$ cat src/assert_macros.svh
// ----------------------------------------------------------------------------
// Assertion macros
// Shared wrappers for concurrent assertions, clocked on clk and held off
// while rst is high. Defining ASSERT_OFF compiles them away.
// ----------------------------------------------------------------------------
`ifndef ASSERT_MACROS_SVH
`define ASSERT_MACROS_SVH

`ifndef ASSERT_OFF

// A condition that must hold at every clock edge out of reset.
`define ASSERT_ALWAYS(label, expr) \
  label: assert property (@(posedge clk) disable iff (rst) (expr)) \
    else $error("%m: invariant violated");

// A condition that must hold in the cycle after the trigger.
`define ASSERT_NEXT(label, ante, cons) \
  label: assert property (@(posedge clk) disable iff (rst) (ante) |=> (cons)) \
    else $error("%m: next-cycle check violated");

`else

`define ASSERT_ALWAYS(label, expr)
`define ASSERT_NEXT(label, ante, cons)

`endif

`endif

$ cat src/dtq_pkg.sv
// ----------------------------------------------------------------------------
// dtq_pkg
// Sizes, codes and control/status bundles shared by the deadline timer
// queue modules.
// ----------------------------------------------------------------------------
package dtq_pkg;

  // Number of timer slots held by the queue.
  localparam int SLOTS   = 16;
  localparam int IDX_W   = $clog2(SLOTS);
  localparam int CNT_W   = $clog2(SLOTS + 1);

  // Fixed field widths.
  localparam int CMD_W   = 2;
  localparam int SLOT_W  = 4;
  localparam int TIME_W  = 64;
  localparam int STAMP_W = 32;
  localparam int KIND_W  = 2;

  // Width of one stored slot entry: deadline above registration stamp.
  localparam int ENTRY_W = TIME_W + STAMP_W;

  typedef enum logic [CMD_W-1:0] {
    CMD_TICK   = 2'd0,
    CMD_ARM    = 2'd1,
    CMD_REMOVE = 2'd2
  } cmd_t;

  typedef enum logic [KIND_W-1:0] {
    KIND_FIRE  = 2'd0,
    KIND_ALARM = 2'd1,
    KIND_CLEAR = 2'd2
  } kind_t;

  // Commands from the controller to the datapath.
  typedef struct packed {
    logic load;         // capture the input beat
    logic arm;          // write the entry for the requested slot and queue it
    logic disarm_slot;  // dequeue the requested slot
    logic disarm_best;  // dequeue the earliest slot found by the last scan
    logic scan_start;   // begin a pass over all slots
    logic emit_fire;    // present an expiry result
    logic emit_report;  // present the final alarm or clear result
  } ctrl_cmd_t;

  // Status from the datapath to the controller.
  typedef struct packed {
    logic [CMD_W-1:0] cmd;
    logic             slot_ok;
    logic             slot_queued;
    logic             scan_done;
    logic             best_valid;
    logic             best_expired;
    logic             fired_any;
  } dp_status_t;

endpackage

$ cat src/dtq_ram.sv
// ----------------------------------------------------------------------------
// dtq_ram
// Generic single-write, single-read memory with a registered read port.
// ----------------------------------------------------------------------------
module dtq_ram #(
  parameter int WIDTH = 8,
  parameter int DEPTH = 16
) (
  input  logic                     clk,
  input  logic                     we,
  input  logic [$clog2(DEPTH)-1:0] waddr,
  input  logic [WIDTH-1:0]         wdata,
  input  logic [$clog2(DEPTH)-1:0] raddr,
  output logic [WIDTH-1:0]         rdata
);

  logic [WIDTH-1:0] mem [DEPTH];

  always_ff @(posedge clk) begin
    if (we) begin
      mem[waddr] <= wdata;
    end
    rdata <= mem[raddr];
  end

endmodule

$ cat src/dtq_datapath.sv
// ----------------------------------------------------------------------------
// dtq_datapath
// Captured input beat, queued flags, slot entry memory, the scan that finds
// the earliest deadline, and the result registers.
// ----------------------------------------------------------------------------
module dtq_datapath (
  input  logic                       clk,
  input  logic                       rst,
  input  logic [dtq_pkg::CMD_W-1:0]  cmd,
  input  logic [dtq_pkg::SLOT_W-1:0] slot,
  input  logic [dtq_pkg::TIME_W-1:0] delay_ns,
  input  logic [dtq_pkg::TIME_W-1:0] now,
  input  dtq_pkg::ctrl_cmd_t         ctl,
  output dtq_pkg::dp_status_t        st,
  output logic                       valid,
  output logic [dtq_pkg::KIND_W-1:0] kind,
  output logic [dtq_pkg::SLOT_W-1:0] fired_slot,
  output logic [dtq_pkg::TIME_W-1:0] alarm_delay,
  output logic                       last
);

  import dtq_pkg::*;

  // Captured beat.
  logic [CMD_W-1:0]   cmd_q;
  logic [SLOT_W-1:0]  slot_q;
  logic [TIME_W-1:0]  delay_q;
  logic [TIME_W-1:0]  now_q;

  logic [SLOTS-1:0]   queued;
  logic [STAMP_W-1:0] stamp_ctr;
  logic [IDX_W-1:0]   slot_idx;

  // Scan sequencing.
  logic               scan_active;
  logic [CNT_W-1:0]   cnt;
  logic               issuing;
  logic               rd_en;
  logic [IDX_W-1:0]   rd_idx;
  logic               scan_done;

  // Running minimum.
  logic               best_valid;
  logic [IDX_W-1:0]   best_idx;
  logic [TIME_W-1:0]  best_dl;
  logic [STAMP_W-1:0] best_stamp;
  logic               best_expired;
  logic               fired_any;

  logic [ENTRY_W-1:0] wdata;
  logic [ENTRY_W-1:0] rdata;
  logic [TIME_W-1:0]  rd_dl;
  logic [STAMP_W-1:0] rd_stamp;
  logic               cand_better;

  kind_t              kind_q;

  assign slot_idx = IDX_W'(slot_q);
  assign wdata    = {now_q + delay_q, stamp_ctr};
  assign issuing  = scan_active && (cnt < CNT_W'(SLOTS));
  assign scan_done = scan_active && !issuing && !rd_en;

  dtq_ram #(
    .WIDTH (ENTRY_W),
    .DEPTH (SLOTS)
  ) u_entries (
    .clk   (clk),
    .we    (ctl.arm),
    .waddr (slot_idx),
    .wdata (wdata),
    .raddr (cnt[IDX_W-1:0]),
    .rdata (rdata)
  );

  assign rd_dl    = rdata[ENTRY_W-1:STAMP_W];
  assign rd_stamp = rdata[STAMP_W-1:0];

  // Earlier deadline wins; on a tie the newer registration wins, and on equal
  // stamps the lower index already held is kept.
  assign cand_better = queued[rd_idx] &&
                       (!best_valid || (rd_dl < best_dl) ||
                        ((rd_dl == best_dl) && (rd_stamp > best_stamp)));

  assign best_expired = best_dl <= now_q;

  always_comb begin
    st              = '0;
    st.cmd          = cmd_q;
    st.slot_ok      = 32'(slot_q) < SLOTS;
    st.slot_queued  = queued[slot_idx];
    st.scan_done    = scan_done;
    st.best_valid   = best_valid;
    st.best_expired = best_expired;
    st.fired_any    = fired_any;
  end

  // Control state.
  always_ff @(posedge clk) begin
    if (rst) begin
      queued      <= '0;
      stamp_ctr   <= '0;
      scan_active <= 1'b0;
      rd_en       <= 1'b0;
      fired_any   <= 1'b0;
      best_valid  <= 1'b0;
      cnt         <= '0;
      valid       <= 1'b0;
    end else begin
      rd_en <= issuing && !ctl.scan_start;
      valid <= ctl.emit_fire || ctl.emit_report;
      if (ctl.load) begin
        fired_any <= 1'b0;
      end
      if (ctl.emit_fire) begin
        fired_any <= 1'b1;
      end
      if (ctl.arm) begin
        queued[slot_idx] <= 1'b1;
        stamp_ctr        <= stamp_ctr + 1'b1;
      end
      if (ctl.disarm_slot) begin
        queued[slot_idx] <= 1'b0;
      end
      if (ctl.disarm_best) begin
        queued[best_idx] <= 1'b0;
      end
      if (ctl.scan_start) begin
        scan_active <= 1'b1;
        cnt         <= '0;
        best_valid  <= 1'b0;
      end else begin
        if (issuing) begin
          cnt <= cnt + 1'b1;
        end
        if (scan_done) begin
          scan_active <= 1'b0;
        end
        if (rd_en && cand_better) begin
          best_valid <= 1'b1;
        end
      end
    end
  end

  // Payload registers.
  always_ff @(posedge clk) begin
    if (ctl.load) begin
      cmd_q   <= cmd;
      slot_q  <= slot;
      delay_q <= delay_ns;
      now_q   <= now;
    end
    rd_idx <= cnt[IDX_W-1:0];
    if (!ctl.scan_start && rd_en && cand_better) begin
      best_idx   <= rd_idx;
      best_dl    <= rd_dl;
      best_stamp <= rd_stamp;
    end
    if (ctl.emit_fire) begin
      kind_q      <= KIND_FIRE;
      fired_slot  <= SLOT_W'(best_idx);
      alarm_delay <= '0;
      last        <= 1'b0;
    end else if (ctl.emit_report) begin
      fired_slot <= '0;
      last       <= 1'b1;
      if (best_valid) begin
        kind_q      <= KIND_ALARM;
        alarm_delay <= best_expired ? '0 : best_dl - now_q;
      end else begin
        kind_q      <= KIND_CLEAR;
        alarm_delay <= '0;
      end
    end
  end

  assign kind = kind_q;

endmodule

$ cat src/dtq_ctrl.sv
// ----------------------------------------------------------------------------
// dtq_ctrl
// Sequencer for the deadline timer queue: decodes the captured beat, runs
// scans and decides between firing a slot and the final report.
// ----------------------------------------------------------------------------
module dtq_ctrl (
  input  logic                clk,
  input  logic                rst,
  input  logic                start,
  output logic                busy,
  input  dtq_pkg::dp_status_t st,
  output dtq_pkg::ctrl_cmd_t  ctl
);

  import dtq_pkg::*;

  typedef enum logic [1:0] {
    ST_IDLE,
    ST_DECODE,
    ST_SCAN
  } state_t;

  state_t state;
  state_t state_next;

  always_ff @(posedge clk) begin
    if (rst) begin
      state <= ST_IDLE;
    end else begin
      state <= state_next;
    end
  end

  assign busy = (state != ST_IDLE);

  always_comb begin
    ctl        = '0;
    state_next = state;
    unique case (state)
      ST_IDLE: begin
        if (start) begin
          ctl.load   = 1'b1;
          state_next = ST_DECODE;
        end
      end
      ST_DECODE: begin
        state_next = ST_IDLE;
        unique case (st.cmd)
          CMD_TICK: begin
            ctl.scan_start = 1'b1;
            state_next     = ST_SCAN;
          end
          CMD_ARM: begin
            if (st.slot_ok && !st.slot_queued) begin
              ctl.arm        = 1'b1;
              ctl.scan_start = 1'b1;
              state_next     = ST_SCAN;
            end
          end
          CMD_REMOVE: begin
            if (st.slot_ok && st.slot_queued) begin
              ctl.disarm_slot = 1'b1;
              ctl.scan_start  = 1'b1;
              state_next      = ST_SCAN;
            end
          end
          default: begin
            state_next = ST_IDLE;
          end
        endcase
      end
      ST_SCAN: begin
        if (st.scan_done) begin
          if ((st.cmd == CMD_TICK) && st.best_valid && st.best_expired) begin
            // Fire the earliest slot and rescan for the next one.
            ctl.emit_fire   = 1'b1;
            ctl.disarm_best = 1'b1;
            ctl.scan_start  = 1'b1;
          end else begin
            state_next = ST_IDLE;
            if ((st.cmd != CMD_TICK) || st.fired_any) begin
              ctl.emit_report = 1'b1;
            end
          end
        end
      end
      default: begin
        state_next = ST_IDLE;
      end
    endcase
  end

endmodule

$ cat src/deadline_timer_queue.sv
// ----------------------------------------------------------------------------
// deadline_timer_queue
// Sorted queue of one-shot timers with alarm reporting.
// ----------------------------------------------------------------------------
// A command beat is taken when start is high and busy is low; busy stays high
// until every result of that beat has been presented. Results appear on kind,
// fired_slot, alarm_delay and last for exactly one cycle, marked by valid,
// and must be captured in that cycle: the block cannot be stalled. Each pass
// over the slot memory reads one slot per cycle through the single read port
// of the entry memory. A register or remove beat gives its single result
// after one pass; a tick that fires k slots runs a further pass after each
// expiry, and a tick that fires nothing ends after one pass with no result.
// A new beat may be accepted in the cycle in which the final result is shown.
//
// Register (cmd 1) arms the slot at now + delay_ns unless it is already
// armed; remove (cmd 2) disarms an armed slot. Either then reports the time
// to the earliest deadline (kind 1) or an alarm clear (kind 2) when the queue
// is empty. Tick (cmd 0) fires every slot with a deadline at or before now,
// earliest first and newest registration first on equal deadlines, each as a
// kind 0 beat, and then the alarm or clear beat. The last flag marks the
// final beat of a command. Alarm delays that would be negative read as zero.
// Deadlines wrap modulo 2^64. Commands that do nothing give no result.
// ----------------------------------------------------------------------------
`include "assert_macros.svh"

module deadline_timer_queue (
  input  logic                       clk,
  input  logic                       rst,
  input  logic                       start,
  output logic                       busy,
  input  logic [dtq_pkg::CMD_W-1:0]  cmd,
  input  logic [dtq_pkg::SLOT_W-1:0] slot,
  input  logic [dtq_pkg::TIME_W-1:0] delay_ns,
  input  logic [dtq_pkg::TIME_W-1:0] now,
  output logic                       valid,
  output logic [dtq_pkg::KIND_W-1:0] kind,
  output logic [dtq_pkg::SLOT_W-1:0] fired_slot,
  output logic [dtq_pkg::TIME_W-1:0] alarm_delay,
  output logic                       last
);

  import dtq_pkg::*;

  // Command and status bundles between the sequencer and the datapath.
  ctrl_cmd_t  ctl;
  dp_status_t st;

  // The sequencer owns busy and decides, after each scan, whether the
  // earliest slot fires or the final report goes out.
  dtq_ctrl u_ctrl (
    .clk   (clk),
    .rst   (rst),
    .start (start),
    .busy  (busy),
    .st    (st),
    .ctl   (ctl)
  );

  // The datapath holds the slot entries and queued flags, runs the scan for
  // the earliest deadline and registers every result beat.
  dtq_datapath u_dp (
    .clk         (clk),
    .rst         (rst),
    .cmd         (cmd),
    .slot        (slot),
    .delay_ns    (delay_ns),
    .now         (now),
    .ctl         (ctl),
    .st          (st),
    .valid       (valid),
    .kind        (kind),
    .fired_slot  (fired_slot),
    .alarm_delay (alarm_delay),
    .last        (last)
  );

  // An expiry beat is never the final one of its command.
  `ASSERT_ALWAYS(a_fire_not_last, !(valid && (kind == KIND_FIRE)) || !last)

  // Alarm and clear beats always close their command.
  `ASSERT_ALWAYS(a_report_is_last,
                 !(valid && ((kind == KIND_ALARM) || (kind == KIND_CLEAR))) || last)

  // After a beat that is not final, the block keeps working on the command.
  `ASSERT_NEXT(a_more_after_fire, valid && !last, busy)

  // While a command is being worked on no result comes from a fresh start.
  `ASSERT_NEXT(a_accept_goes_busy, start && !busy, busy && !valid)

endmodule

$ cat config.mk
export PLATFORM = sky130hd
export DESIGN_NAME = deadline_timer_queue
export DESIGN_NICKNAME = d
export VERILOG_FILES = /design/src/dtq_pkg.sv /design/src/dtq_ram.sv /design/src/dtq_datapath.sv /design/src/dtq_ctrl.sv /design/src/deadline_timer_queue.sv
export VERILOG_INCLUDE_DIRS = /design/src /design/src/src
export SDC_FILE = /design/constraint.sdc
export NUM_CORES = 2
export LEC_CHECK = 0
export BUFFER_PORTS_ARGS = -buffer_cell sky130_fd_sc_hd__buf_2
export CORE_MARGIN = 4
export CORE_UTILIZATION = 45
export DETAILED_ROUTE_END_ITERATION = 12
export HOLD_SLACK_MARGIN = 0.1
export SLEW_MARGIN = 0
export SYNTH_ARGS = -nofsm -noshare
export SYNTH_HDL_FRONTEND = slang
export SYNTH_SLANG_ARGS = --single-unit
$ cat constraint.sdc
create_clock -name clk -period 14.3 [get_ports clk]
set_input_delay 0.715 -clock clk [delete_from_list [all_inputs] [get_ports clk]]
set_output_delay 0.715 -clock clk [all_outputs]
set_load 0.005 [all_outputs]
# Yosys cells after proc, flatten, opt, wreduce, memory -nomap -nowiden
# Memories as Yosys holds them, arrays and structs flattened. A register that Yosys moved wholly into a read port is not among the register bits.
# Index checks and enable logic that the tools add are counted.
[op_classes]
addsub = 4
n_lt_le_gt_ge = 9
n_eq_ne = 8
n_mux = 46
n_bitwise = 5
n_reduce_logical = 30
[op_table]
columns = ["cell", "count"]
rows = [
  ["$mux 64", 2],
  ["$mux 16", 5],
  ["$add 64x64->64", 1],
  ["$eq 64x64->1", 1],
  ["$le 64x64->1", 1],
  ["$lt 64x64->1", 1],
  ["$sub 64x64->64", 1],
  ["$add 32x1->32 const B", 1],
  ["$and 16x16->16", 2],
  ["$gt 32x32->1", 1],
  ["$not 16->16", 2],
  ["$mux 1", 19],
  ["$mux 2", 8],
  ["$or 16x16->16", 1],
  ["$lt 4x5->1 const B", 3],
  ["$logic_and 1x1->1", 13],
  ["$mux 4", 3],
  ["$pmux 2 s3", 2],
  ["$reduce_bool 2->1", 5],
  ["$bmux 1 s4", 2],
  ["$demux 1 s4", 2],
  ["$ge 4x1->1 const B", 2],
  ["$add 5x1->5 const B", 1],
  ["$lt 5x5->1 const B", 1],
  ["other kinds (12)", 22],
]
[word_totals]
register_bits = 369
ramBits = 1536
out_inout_bits = 73
wordCells = 124
memories = 1
[memory_table]
columns = ["name", "words", "word_bits", "rd", "rd_ports_with_merged_regs", "wr", "line", "rtl"]
rows = [
  ["u_dp.u_entries.mem", 16, 96, 1, 1, 1, "dtq_ram.sv:17", "logic [WIDTH-1:0] mem [DEPTH];"],
]

# Logic depth before layout (Yosys ltp)
[logic_depth]
depth_word = 12
depth_mapped = 15

# By module
# Synthesis repeated with hierarchy kept, for this count alone.
[hier_totals]
cells_unflattened = 4736
hier_area_um2 = 81732.1
[modules_own_cells]
columns = ["module", "instances", "cells_per_inst", "area_per_inst_um2"]
rows = [
  ["dtq_ram", 1, 2460, 59355.7],
  ["dtq_datapath", 1, 2244, 22107.5],
  ["dtq_ctrl", 1, 32, 269.0],
]

# Worst setup path after synthesis
# OpenSTA, ideal clock, no wires.
[synth_path]
path_type = "register to register"
start = "register u_dp.best_dl[22]"
end = "register u_dp.best_dl[0] (enable)"
setup_ps = 712
arrival_time_ps = 9833
required_time_ps = 13588
setup_slack_ps = 3755
stages_incl_launch_ff = 13
path_buffers = 2
path_cell_list = "edfxtp_1 > ha_1 > clkbuf_1 > nand4_1 > nor3_1 > nand3_1 > a31o_2 > nand2_1 > a21oi_1 > and3_1 > clkbuf_1 > o21ai_0 > a21boi_0"
[synth_via]
elab_chain_cells = 8
word_cells_on_any_way = 14
cone_classes = "order compare: 2; eq/ne: 1; mux: 3; reduce/logical: 8"
[synth_lines]
columns = ["item", "line", "rtl"]
rows = [
  ["start: declaration", "dtq_datapath.sv:45", "logic [TIME_W-1:0] best_dl;"],
  ["start signal: assignment", "dtq_datapath.sv:156", "best_dl <= rd_dl;"],
  ["$le 64x64->1", "dtq_datapath.sv:84", "assign best_expired = best_dl <= now_q;"],
  ["$logic_and 1x1->1", "dtq_ctrl.sv:74", "if ((st.cmd == CMD_TICK) && st.best_valid && st.best_expired) begin"],
  ["$mux 3", "dtq_ctrl.sv:74", ""],
  ["$mux 4", "dtq_ctrl.sv:73", "if (st.scan_done) begin"],
  ["$pmux 1 s2", "dtq_ctrl.sv:39", "unique case (state)"],
  ["$logic_not 1->1", "dtq_datapath.sv:154", "if (!ctl.scan_start && rd_en && cand_better) begin"],
  ["$logic_and 1x1->1", "dtq_datapath.sv:154", ""],
  ["$logic_and 1x1->1 (*)", "dtq_datapath.sv:154", ""],
]
# Mark *: on every way between the ends. The rest lies on a longest branch, timed or not.
# A chain may end at the register's enable or synchronous reset.

# Worst setup path after layout
[layout_path]
start = "register u_dp.best_dl[0]"
end = "register u_dp.best_dl[7] (enable)"
# The elaborated chain is that of the path after synthesis.

==> key figures <==
Synthesis
  – Area contributors post-synth: edfxtp_1 (65%), mux4_2 (13%), dfxtp_1 (5.6%)
  – Top-area cell type share of the netlist area: between 60% and 70%
  – Top post-synthesis cells by count: edfxtp_1 (1774), mux4_2 (486), ha_1 (228)
  – Synth cell types: 80
  – Top_reg_cell synth: edfxtp_1
  – Average size of a mapped cell: around 18 µm²
  – Area leader, netlist: edfxtp_1
  – Count leader, synth: edfxtp_1
  – Post-synth net total: 4919
  – Post-synth EDFFs: between 1500 and 2000
  – Syn. warnings: 0
  – Share of flip-flops with an asynchronous set or reset: 0%
  – Seq cells post-synth: approximately 2000
  – Mapped Area: slightly above 80000 µm²
  – Seq/Total Area, Yosys: between 70 and 80%
  – Cells after Synth: roughly 4600

Clocking
  – Clk_lat worst skew: about 840 ps
  – Post CTS Setup Buffer Count: 0
  – H-tree lvl count: 4
  – CTS Root Cell: clkbuf_16
  – Total CTS buffers: ~210
  – CTS tree: built
  – Hold Buf Count CTS: around 130
  – Post-cts resize count: 0
  – Clock sink count: approximately 2000
  – Longest Clk Path Bufs: 3
  – Clock Pin Slew Worst Setup and Hold Paths: ~60 ps

Routing
  – WL final: approximately 210000 µm
  – Vias: ~44000
  – Routed WL per cell: roughly 28 µm
  – Initial DRC count: around 4500
  – Post-DR vias/cell: 5.83
  – DRC Markers: 0
  – ANT nets after route: 0
  – Detailed Routing Iterations Pass 1: 6

Timing
  – Worst clock skew: 31.5 ps
  – Slew @ Worst Pin: 1330 ps
  – Max_slew headroom: between 10% and 20%
  – Slew Viols, Final: 0
  – Fin crit period: 6000 ps
  – Endpoints failing hold: 0
  – Total negative slack: 0 ps
  – Max frequency: around 170 MHz
  – RSZ-0062 raised after global routing: no
  – Final number of setup-violating endpoints: 0
  – Fin crit share: 42.0%

Outcome
  – Status: finished, final reports clean

Critical path
  – R2R setup slack: between 8000 and 9000 ps
  – Worst EP arrival: 6410 ps
  – WS Path Type: reg2reg
  – Required @ worst endpoint: approximately 15000 ps
  – CP startpoint kind: flip-flop
  – Crit. End Element: flip-flop
  – CP max FO: 56

Cells and area
  – Area grow syn2layout: 15.0%
  – Fill count: 14510
  – Register Area: about 58000 µm²
  – Layout cells sized above 1: 22.2%
  – Multi-input logic area: ~23000 µm²
  – Final net count: approximately 5400
  – Post-route insts no fill: about 7600

Place
  – Cells after DPL: 7032
  – Port Buf Inserts: about 210
  – Final HPWL DP: between 100000 and 150000 µm
  – Gpl congestion: approximately 0.93

Floorplanning
  – IO Pins: 210
  – Die area: around 190000 µm²
  – Core Box Area: around 180000 µm²
  – Cell row count: roughly 160
  – Die height: between 400 and 500 µm
  – Initial Util: ~45%
  – Die width: 435 µm

Power
  – PwrDens: about 140 nW/µm²
  – P_leak: 31.8 nW
  – Final Power: roughly 13 mW
  – Max VDD drop: around 110 µV

Global routing
  – Vias in the first global route: between 40000 and 50000
  – Tot GR Track Use: roughly 23%
  – First-pass GRT wire length: 310000 µm
  – Pin count of the biggest net entering global routing: around 130
  – Gr ovfl total: 0
  – Initial antenna violation count: 7

Job
  – Max_cap viols: 0

Worst hold path
  – Worst hold path type: in2reg
==> metal layers <==
metal | wire length (µm) | up-vias | share of wire (%) | track usage (%)
met5 | 0 | - | 0 | 0
li1 | - | 19166 | - | -
met4 | 8250 | 0 | 3.9 | 8.34
met3 | 11100 | 330 | 5.2 | 2.93
met2 | 105000 | 1449 | 49 | 37.7
met1 | 89100 | 23079 | 42 | 30.8
==> layout by cell type, fill, tap and decap left out, types with 17 or more instances in the layout <==
| cell type | count |
|---|---|
| edfxtp_1 | 1774 |
| mux4_2 | 486 |
| ha_1 | 228 |
| dfxtp_1 | 223 |
| a21oi_1 | 221 |
| inv_1 | 212 |
| buf_2 | 209 |
| clkbuf_16 | 206 |
| nor2_1 | 165 |
| nand2_1 | 142 |
| o21ai_0 | 129 |
| dlygate4sd3_1 | 129 |
| buf_4 | 93 |
| xnor2_1 | 81 |
| nand4_1 | 68 |
| a21o_1 | 66 |
| xor2_1 | 63 |
| clkbuf_1 | 60 |
| a22o_1 | 59 |
| nand3_1 | 49 |
| nor2b_1 | 37 |
| clkinv_2 | 32 |
| a31oi_1 | 29 |
| o21bai_1 | 25 |
| clkbuf_8 | 25 |
| nand2b_1 | 24 |
| nor3_1 | 21 |
| clkinv_1 | 21 |
| and3_1 | 20 |
| o21a_1 | 19 |
| a211oi_1 | 17 |
==> path summary, 6_finish.rpt <==
path / from / end / depth (start not counted)
worst max-delay path: u_dp.best_dl[0] / u_dp.best_dl[7] / 16
worst min-delay path: now[25] / u_dp.now_q[25] / 1
worst max register to register: u_dp.best_dl[0] / u_dp.best_dl[7] / 16
worst min register to register: u_dp.u_entries.rdata[91] / u_dp.best_dl[59] / 0
==> through the flow <==
step,setup WS [ps],hold WS (ps),utilization [%],instance area [µm²]
global route,8150,111,52.1,94200
floorplan,3760,329,-,81900
detailed placement,8420,423,47.6,86100
global placement,8040,418,47.6,86100
CTS,8420,100,52.1,94100
finish,8300,165,52.1,94200
==> final cells by class <==
cell class / instances / area share (%)
diodes: 4 / 0.0106
clock buffers: 291 / 6.08
clock inverters: 97 / 1.11
inverters: 214 / 0.861
multi-input cells: 2142 / 24.1
flip-flops and latches: 2001 / 61.4
well taps: 2370 / 3.15
repair buffers: 435 / 3.31
==> cells by family (layout without fill, tap and decap cells) <==
family          Yosys count  after routing  share of synthesized area, %
xor+xnor                147            147                          1.57
fa+ha+maj               230            230                          3.53
flops                  2001           2001                          70.6
simple gates            610            610                          3.66
mux                     494            494                          13.5
buf+inv                 409           1037                          1.92
compound gates          661            661                          5.15
other cells               0              4                             0
==> worst max-delay path: stages (launching register included) <==
cell and delay (ps):
edfxtp_1 390, inv_1 70, ha_1 150, inv_1 50
fa_1 410, a21oi_1 260, o221ai_1 340, o311ai_0 890
a31o_2 320, nand2_1 220, a21oi_1 450, buf_4 260
and3_1 370, o21ai_0 230, a21boi_4 180, buf_4 330
buf_4 410
==> registers in the layout (all words and copies together) (netlist names), 5 cells and up <==
signal,count
u_dp.now_q,64
u_dp.best_stamp,32
u_dp.stamp_ctr,32
u_dp.queued,16
u_dp.u_entries.mem,1536
u_dp.delay_q,64
u_dp.u_entries.rdata,96
u_dp.alarm_delay,64
u_dp.cnt,5
u_dp.best_dl,64
==> power by group <==
part           switching [mW]  internal [mW]
clock                    2.23           3.09
sequential             0.0435           6.64
combinational           0.633          0.297
(Power assumes the default switching activity.)
